$ cat config.mk
export PLATFORM = sky130hd
export DESIGN_NAME = instruction_packet_framer_crc16_top
export DESIGN_NICKNAME = d
export VERILOG_FILES = /design/src/rtl/ipf_pkg.sv /design/src/rtl/ipf_seq.sv /design/src/rtl/instruction_packet_framer_crc16_top.sv
export SDC_FILE = /design/constraint.sdc
export NUM_CORES = 1
export LEC_CHECK = 0
export BUFFER_PORTS_ARGS = -buffer_cell sky130_fd_sc_hd__buf_4
export CAP_MARGIN = 5
export CORE_UTILIZATION = 53
export DETAILED_ROUTE_END_ITERATION = 10
export GPL_TIMING_DRIVEN = 0
export PLACE_DENSITY_LB_ADDON = 0.08
export SYNTH_ARGS = -nofsm -noshare
export SYNTH_HDL_FRONTEND = slang
export SYNTH_SLANG_ARGS = --single-unit
$ cat constraint.sdc
create_clock -name clk_i -period 4.63 [get_ports clk_i]
set_clock_uncertainty 0.15 [all_clocks]
set_input_delay 0.926 -clock clk_i [delete_from_list [all_inputs] [get_ports clk_i]]
set_output_delay 0.926 -clock clk_i [all_outputs]
set_load 0.05 [all_outputs]
$ cat src/rtl/ipf_pkg.sv
package ipf_pkg;

  // Field widths fixed by the packet format.
  localparam int unsigned ByteW     = 8;
  localparam int unsigned CountW    = 11;
  localparam int unsigned CrcW      = 16;
  localparam int unsigned LimitW    = 16;
  localparam int unsigned BeatIdxW  = 4;

  // Packet constants.
  localparam int unsigned MaxParams     = 1024;
  localparam int unsigned HdrOverhead   = 10;
  localparam int unsigned LenOverhead   = 3;
  localparam int unsigned HdrBeats      = 8;
  localparam logic [LimitW-1:0] LimitReset = 16'd143;
  localparam logic [CrcW-1:0]   CrcPoly    = 16'h8005;

  localparam logic [ByteW-1:0] HdrSync0 = 8'hFF;
  localparam logic [ByteW-1:0] HdrSync1 = 8'hFF;
  localparam logic [ByteW-1:0] HdrSync2 = 8'hFD;
  localparam logic [ByteW-1:0] HdrRsvd  = 8'h00;

  // Header beat positions.
  localparam logic [2:0] PosSync0 = 3'd0;
  localparam logic [2:0] PosSync1 = 3'd1;
  localparam logic [2:0] PosSync2 = 3'd2;
  localparam logic [2:0] PosRsvd  = 3'd3;
  localparam logic [2:0] PosId    = 3'd4;
  localparam logic [2:0] PosLenLo = 3'd5;
  localparam logic [2:0] PosLenHi = 3'd6;
  localparam logic [2:0] PosInstr = 3'd7;

  typedef enum logic {
    OP_BEGIN = 1'b0,
    OP_PARAM = 1'b1
  } opcode_e;

  typedef enum logic [1:0] {
    ST_OK       = 2'd0,
    ST_TOO_LONG = 2'd1,
    ST_STRAY    = 2'd2
  } status_e;

  // One input item as held in the input register.
  typedef struct packed {
    opcode_e             opcode;
    logic [ByteW-1:0]    device_id;
    logic [ByteW-1:0]    instruction;
    logic [CountW-1:0]   param_count;
    logic [ByteW-1:0]    param_byte;
  } item_t;

  // One output beat from the sequencer, with its end-of-item mark.
  typedef struct packed {
    logic [ByteW-1:0] out_byte;
    logic             end_of_packet;
    status_e          status;
    logic             last;
  } beat_t;

  // CRC-16, polynomial 0x8005, MSB first, one byte.
  function automatic logic [CrcW-1:0] crc_byte(input logic [CrcW-1:0] crc,
                                               input logic [ByteW-1:0] b);
    logic [CrcW-1:0] c;
    c = crc ^ {b, 8'h00};
    for (int k = 0; k < 8; k++) begin
      if (c[CrcW-1]) begin
        c = {c[CrcW-2:0], 1'b0} ^ CrcPoly;
      end else begin
        c = {c[CrcW-2:0], 1'b0};
      end
    end
    return c;
  endfunction

  // Header byte at a given position of the packet.
  function automatic logic [ByteW-1:0] hdr_byte(input logic [2:0]        pos,
                                                input logic [ByteW-1:0]  dev,
                                                input logic [CrcW-1:0]   len,
                                                input logic [ByteW-1:0]  instr);
    logic [ByteW-1:0] r;
    case (pos)
      PosSync0: r = HdrSync0;
      PosSync1: r = HdrSync1;
      PosSync2: r = HdrSync2;
      PosRsvd:  r = HdrRsvd;
      PosId:    r = dev;
      PosLenLo: r = len[7:0];
      PosLenHi: r = len[15:8];
      PosInstr: r = instr;
      default:  r = HdrRsvd;
    endcase
    return r;
  endfunction

endpackage

$ cat src/rtl/ipf_seq.sv
module ipf_seq import ipf_pkg::*; (
  input  logic              clk_i,
  input  logic              rst_ni,
  input  item_t             item_i,
  input  logic              advance_i,
  input  logic [LimitW-1:0] max_bytes_i,
  output beat_t             beat_o
);

  logic [BeatIdxW-1:0] idx_q, idx_d;
  logic [CrcW-1:0]     crc_q, crc_d;
  logic [CountW-1:0]   rem_q, rem_d;
  logic                open_q, open_d;

  logic [CrcW-1:0]     crc_cur;
  logic [CrcW-1:0]     len;
  logic                too_long;
  logic                is_data;
  logic [ByteW-1:0]    data_byte;
  beat_t               beat;

  // A begin starts its CRC from zero, abandoning any open packet.
  assign crc_cur  = (item_i.opcode == OP_BEGIN && idx_q == '0) ? '0 : crc_q;
  assign len      = CrcW'(item_i.param_count) + CrcW'(LenOverhead);
  assign too_long = (32'(item_i.param_count) > 32'(MaxParams)) ||
                    ((17'(item_i.param_count) + 17'(HdrOverhead)) > 17'(max_bytes_i));

  // Select the beat for the current position and the next packet state.
  always_comb begin
    beat      = '{out_byte: '0, end_of_packet: 1'b0, status: ST_OK, last: 1'b0};
    is_data   = 1'b0;
    data_byte = '0;
    open_d    = open_q;
    rem_d     = rem_q;
    crc_d     = crc_q;
    if (item_i.opcode == OP_BEGIN) begin
      if (too_long) begin
        beat.end_of_packet = 1'b1;
        beat.status        = ST_TOO_LONG;
        beat.last          = 1'b1;
        open_d             = 1'b0;
        rem_d              = '0;
        crc_d              = '0;
      end else if (idx_q < BeatIdxW'(HdrBeats)) begin
        is_data   = 1'b1;
        data_byte = hdr_byte(idx_q[2:0], item_i.device_id, len, item_i.instruction);
        if (idx_q == '0) begin
          open_d = 1'b0;
          rem_d  = '0;
        end
        if (idx_q == BeatIdxW'(HdrBeats - 1)) begin
          open_d    = (item_i.param_count != '0);
          rem_d     = item_i.param_count;
          beat.last = (item_i.param_count != '0);
        end
      end else if (idx_q == BeatIdxW'(HdrBeats)) begin
        beat.out_byte = crc_q[7:0];
      end else begin
        beat.out_byte      = crc_q[15:8];
        beat.end_of_packet = 1'b1;
        beat.last          = 1'b1;
        open_d             = 1'b0;
        rem_d              = '0;
        crc_d              = '0;
      end
    end else begin
      if (idx_q == '0) begin
        if (!open_q) begin
          beat.end_of_packet = 1'b1;
          beat.status        = ST_STRAY;
          beat.last          = 1'b1;
        end else begin
          is_data   = 1'b1;
          data_byte = item_i.param_byte;
          rem_d     = rem_q - CountW'(1);
          beat.last = (rem_q != CountW'(1));
        end
      end else if (idx_q == BeatIdxW'(1)) begin
        beat.out_byte = crc_q[7:0];
      end else begin
        beat.out_byte      = crc_q[15:8];
        beat.end_of_packet = 1'b1;
        beat.last          = 1'b1;
        open_d             = 1'b0;
        rem_d              = '0;
        crc_d              = '0;
      end
    end
    if (is_data) begin
      beat.out_byte = data_byte;
      crc_d         = crc_byte(crc_cur, data_byte);
    end
    idx_d = beat.last ? '0 : idx_q + BeatIdxW'(1);
  end

  assign beat_o = beat;

  // Packet state advances once per emitted beat.
  always_ff @(posedge clk_i or negedge rst_ni) begin
    if (!rst_ni) begin
      idx_q  <= '0;
      crc_q  <= '0;
      rem_q  <= '0;
      open_q <= 1'b0;
    end else if (advance_i) begin
      idx_q  <= idx_d;
      crc_q  <= crc_d;
      rem_q  <= rem_d;
      open_q <= open_d;
    end
  end

endmodule

$ cat src/rtl/instruction_packet_framer_crc16_top.sv
// The first beat of an item passes the input register and then the output register;
// a stall can hold it in either. Output rate: one beat per cycle while not stalled.
// One sequencer makes the beats. A parameter gives its byte, the last one adds the CRC;
// a begin gives the header, adding the CRC if empty, or just an error beat if rejected.
// Reset: no packet open, CRC cleared, both registers empty, length limit 143 bytes.
module instruction_packet_framer_crc16_top import ipf_pkg::*; (
  input  logic              clk_i,
  input  logic              rst_ni,
  // Input channel.
  input  logic              in_valid_i,
  output logic              in_stall_o,
  input  logic              opcode_i,
  input  logic [ByteW-1:0]  device_id_i,
  input  logic [ByteW-1:0]  instruction_i,
  input  logic [CountW-1:0] param_count_i,
  input  logic [ByteW-1:0]  param_byte_i,
  // Output channel.
  output logic              out_valid_o,
  input  logic              out_stall_i,
  output logic [ByteW-1:0]  out_byte_o,
  output logic              end_of_packet_o,
  output logic [1:0]        status_o,
  // Configuration channel.
  input  logic              cfg_valid_i,
  output logic              cfg_ready_o,
  input  logic [LimitW-1:0] cfg_max_packet_bytes_i
);

  logic              in_vld_q;
  item_t             item_q;
  logic              out_vld_q;
  logic [ByteW-1:0]  out_byte_q;
  logic              out_eop_q;
  status_e           out_status_q;
  logic [LimitW-1:0] max_bytes_q;
  logic              fire;
  logic              in_accept;
  beat_t             beat;

  // A beat is produced when an item is held and the output register is empty or being read.
  assign fire       = in_vld_q && (!out_vld_q || !out_stall_i);
  assign in_stall_o = in_vld_q && !(fire && beat.last);
  assign in_accept  = in_valid_i && !in_stall_o;

  // Length limit register.
  assign cfg_ready_o = 1'b1;
  always_ff @(posedge clk_i or negedge rst_ni) begin
    if (!rst_ni) begin
      max_bytes_q <= LimitReset;
    end else if (cfg_valid_i && cfg_ready_o) begin
      max_bytes_q <= cfg_max_packet_bytes_i;
    end
  end

  // Input register.
  always_ff @(posedge clk_i or negedge rst_ni) begin
    if (!rst_ni) begin
      in_vld_q <= 1'b0;
    end else if (in_accept) begin
      in_vld_q <= 1'b1;
    end else if (fire && beat.last) begin
      in_vld_q <= 1'b0;
    end
  end

  always_ff @(posedge clk_i) begin
    if (in_accept) begin
      item_q <= '{opcode:      opcode_e'(opcode_i),
                 device_id:   device_id_i,
                 instruction: instruction_i,
                 param_count: param_count_i,
                 param_byte:  param_byte_i};
    end
  end

  ipf_seq u_seq (
    .clk_i       (clk_i),
    .rst_ni      (rst_ni),
    .item_i      (item_q),
    .advance_i   (fire),
    .max_bytes_i (max_bytes_q),
    .beat_o      (beat)
  );

  // Output register.
  always_ff @(posedge clk_i or negedge rst_ni) begin
    if (!rst_ni) begin
      out_vld_q <= 1'b0;
    end else if (fire) begin
      out_vld_q <= 1'b1;
    end else if (!out_stall_i) begin
      out_vld_q <= 1'b0;
    end
  end

  always_ff @(posedge clk_i) begin
    if (fire) begin
      out_byte_q   <= beat.out_byte;
      out_eop_q    <= beat.end_of_packet;
      out_status_q <= beat.status;
    end
  end

  assign out_valid_o     = out_vld_q;
  assign out_byte_o      = out_byte_q;
  assign end_of_packet_o = out_eop_q;
  assign status_o        = out_status_q;

  // An empty input register never holds off the input.
  a_no_stall_when_empty: assert property (@(posedge clk_i) disable iff (!rst_ni)
    !in_vld_q |-> !in_stall_o)
    else $error("input stalled with no item held");

  // Error beats carry a zero byte and close the packet.
  a_error_beat_form: assert property (@(posedge clk_i) disable iff (!rst_ni)
    (out_valid_o && status_o != ST_OK) |-> (end_of_packet_o && out_byte_o == '0))
    else $error("malformed error beat");

  // A new output beat appears only after the sequencer fired.
  a_out_from_fire: assert property (@(posedge clk_i) disable iff (!rst_ni)
    $rose(out_valid_o) |-> $past(fire))
    else $error("output beat without sequencer step");

endmodule

==> summary.md <==
| Metric | Value |
|---|---|
| Starting Density | 55.8% |
| Final nets | 723 |
| Final cycle utilization of the critical path | 101% |
| Syn Nets | 618 |
| Seq pwr share | 35.2% |
| First-pass GRT wire length | 22100 µm |
| Vias in the first global route | around 4400 |
| DRC Markers | 0 |
| Setup_tns | -54.6 ps |
| Core ar. | 9950 µm² |
| Syn_area_per_cell | 10.3 µm² |
| Failing checks | setup timing |
| Yosys warns | 0 |
| Clock-pin slew on the worst setup and hold paths | 90 ps |
| Clk Latency, worst-skew pair | 390 ps |
| Hold Buf Count CTS | 0 |
| Layout cells sized above 1 | between 20 and 30% |
| Commonest cells in the netlist | nand2_1 (71), o21ai_0 (51), edfxtp_1 (47) |
| Boundary Pins | 71 |
| Switch Pwr | 1.48 mW |
| Vias per cell | a little under 6 |
| End-of-flow core utilization | 68.4% |
| Crit end category | output pin |
| Predominant post-synthesis flop cell | edfxtp_1 |
| Num CTS Buffers | 9 |
| Largest net degree at the start of global routing | 51 |
| Initial DRC Count | 341 |
| Area growth, synth to finish | 22.6% |
| Final Non-Filler Cells | 781 |
| DP Worst Slack | -607 ps |
| Biggest area consumer among synthesized cells | edfxtp_1 |
| Die width | 104 µm |
| Worst Setup SP | item_q[10]$_DFFE_PP_ |
| Antenna Cells | 0 |
| Mapped Cells | 538 |
| Setup violations, final | 1 |
| Chip height | 104 µm |
| Int Pwr | 2.15 mW |
| Sw Share | 40.7% |
| CP Data Arrival Time | 3610 ps |
| Reg2reg setup slack | 110 ps |
| Clock tree buffer depth | 2 |
| Post-synthesis async set-or-reset flop share | between 50% and 60% |
| IR drop worst, VDD | 335 µV |
| Share of the synthesized area in the top cell type | 25.4% |
| P_leak | approximately 2.8 nW |
| DIE AREA | 10900 µm² |
| DR WL/cell | 17.9 µm |
| EDFF count, synth | 47 |
| Yosys cell types | 78 |
| Minimum clock period after layout | approximately 4700 ps |
| Setup CP Type | reg -> out |
| Initial antenna violation count | 0 |
| Count leader, synth | nand2_1 |
| Routability cong. | 0.923 |
| Top fanout value on the critical path | 4 |
| Hpwl dp | between 9000 and 10000 µm |
| Slew headroom | 46.2% |
| Gr usage total | 26.5% |
| Clock Power Share | between 10% and 20% |
| Max Freq | 213 MHz |
| Final WS setup | -54.6 ps |
| R2R depth | 16 |
| Via count | 4625 |
| Worst endpoint required time | 3550 ps |
| Sequential area share after synthesis | between 40 and 50% |
| # clock sinks | between 90 and 100 |
| Synth Register Bits | 97 |
| Hold_ws | ~380 ps |
| Comb power frac | 48.5% |
| Status | finished with violations |
| Finished Cell Area | 6810 µm² |
| Tightest Pin Transition | ~800 ps |
| Port buffer count | 68 |
| Filler Cell Count | 779 |
| Startpoint Class | flip-flop |
| Max Cap Viol | 0 |
| Placed insts | ~740 |
| Worst hold path class | reg -> reg |
| Slew Limit Fails | 0 |
| H-tree levels | 3 |
| RR Endpoint | u_seq.crc_q[15]$_DFFE_PN0P_ |
| R2R Path Start | item_q[10]$_DFFE_PP_ |
| Critical Path End | in_stall_o |
| Root Driver | clkbuf_8 |
| DR pass1 iterations | 5 |
| CTS tree | yes |
| Routed wire length | 14000 µm |
| Total power | 3.63 mW |
| Antenna-violating nets left | 0 |
| Placed standard-cell area | between 6000 and 7000 µm² |
| PD cells | 534 nW/µm² |
| Row Count | 36 |
| Top cells by area, synth | edfxtp_1 (25%), dfrtp_1 (20%), ha_1 (5.2%) |
| Final hold violations | 0 |
| Synthesized area | roughly 5600 µm² |
| Hold depth | 2 |
| GRT overflow | 0 |
| RSZ-0062 raised after global routing | true |
## cell usage in the layout, fill, tap and decap left out, drive strengths merged, types with 4 or more instances in the layout
| cell type | count |
|---|---|
| nand2 | 71 |
| xor2 | 15 |
| o31ai | 5 |
| a221o | 5 |
| edfxtp | 47 |
| buf | 101 |
| and2 | 6 |
| nor4 | 4 |
| mux2 | 5 |
| o211ai | 6 |
| inv | 25 |
| a22oi | 12 |
| dfstp | 5 |
| a22o | 9 |
| nand4 | 5 |
| o21ai | 53 |
| a21oi | 22 |
| nand3 | 10 |
| nor2 | 26 |
| nor3 | 14 |
| clkinv | 5 |
| dfrtp | 45 |
| ha | 23 |
| clkbuf | 29 |
| a31oi | 8 |
| xnor2 | 24 |
| nand2b | 6 |
| and3 | 7 |
## power groups by stage
stage	sequential, mW	clock [mW]	combinational (mW)
after CTS	1.27	0.606	1.63
after detailed placement	1.29	0	1.54
after global routing	1.30	0.639	1.90
after floorplan	1.37	0	1.03
after global placement	1.28	0	1.51
final	1.28	0.592	1.76
## worst max-delay path, cell delays in order (launching register included)
cell      delay [ps]
edfxtp_1         520
ha_4             220
o21ai_4          170
nor2_1            80
xor2_1           260
ha_1             320
buf_4            150
a21o_1           180
a21oi_2          220
a311oi_4         150
nor3_4           170
a32oi_2           80
o21ai_2          180
and3_4           250
o21ai_4           70
inv_2             70
buf_8            130
## flip-flops by register name (all words and copies together), names as in the netlist
register / flops
max_bytes_q: 16
u_seq.rem_q: 11
in_vld_q: 1
u_seq.crc_q: 16
u_seq.open_q: 1
out_byte_o: 8
end_of_packet_o: 1
item_q: 36
status_o: 2
u_seq.idx_q: 4
out_valid_o: 1
## metal layers
metal  vias up  GRT usage [%]  routed length (µm)
met5         -              0                   0
met4         0           12.8                 476
met3        43           5.95                 977
met2       212           41.3                6570
met1      2199           34.9                5990
li1       2171              -                   -
## cell type report
| type | instances | area, µm² | area share, % |
|---|---|---|---|
| Tap cell | 133 | 166 | 2.44 |
| Clock inverter | 7 | 85.1 | 1.25 |
| Clock buffer | 9 | 124 | 1.82 |
| Inverter | 25 | 93.8 | 1.38 |
| Buffer | 27 | 170 | 2.50 |
| Multi-Input combinational cell | 389 | 2780 | 40.8 |
| Sequential cell | 97 | 2670 | 39.2 |
| Timing Repair Buffer | 94 | 721 | 10.6 |
## cells by family (layout without fill, tap and decap cells)
family          after synthesis  in the layout  share of synthesized area (%)
compound gates              144            144                           17.6
buf+inv                      52            162                           4.73
other cells                   1              1                         0.0675
xor+xnor                     41             41                           7.01
fa+ha+maj                    23             23                           5.18
simple gates                172            172                           15.8
flops                        97             97                           48.1
mux                           8              8                           1.55
## worst min path at each step
stage,endpoint,slack [ps],start
floorplan,out_valid_o$_DFFE_PN0P_,300,in_vld_q$_DFFE_PN0P_
global placement,out_valid_o$_DFFE_PN0P_,310,in_vld_q$_DFFE_PN0P_
detailed placement,out_valid_o$_DFFE_PN0P_,320,in_vld_q$_DFFE_PN0P_
CTS,out_valid_o$_DFFE_PN0P_,370,in_vld_q$_DFFE_PN0P_
global route,out_valid_o$_DFFE_PN0P_,410,out_valid_o$_DFFE_PN0P_
finish,out_valid_o$_DFFE_PN0P_,380,out_valid_o$_DFFE_PN0P_
## what timing repair did
| item | in CTS | in global routing |
|---|---|---|
| endpoints found under the setup margin | 59 | 19 |
| resized for setup | 22 | 18 |
| pin swaps | 9 | 22 |
| buffers inserted | 14 | 12 |
(Power assumes the default switching activity.)
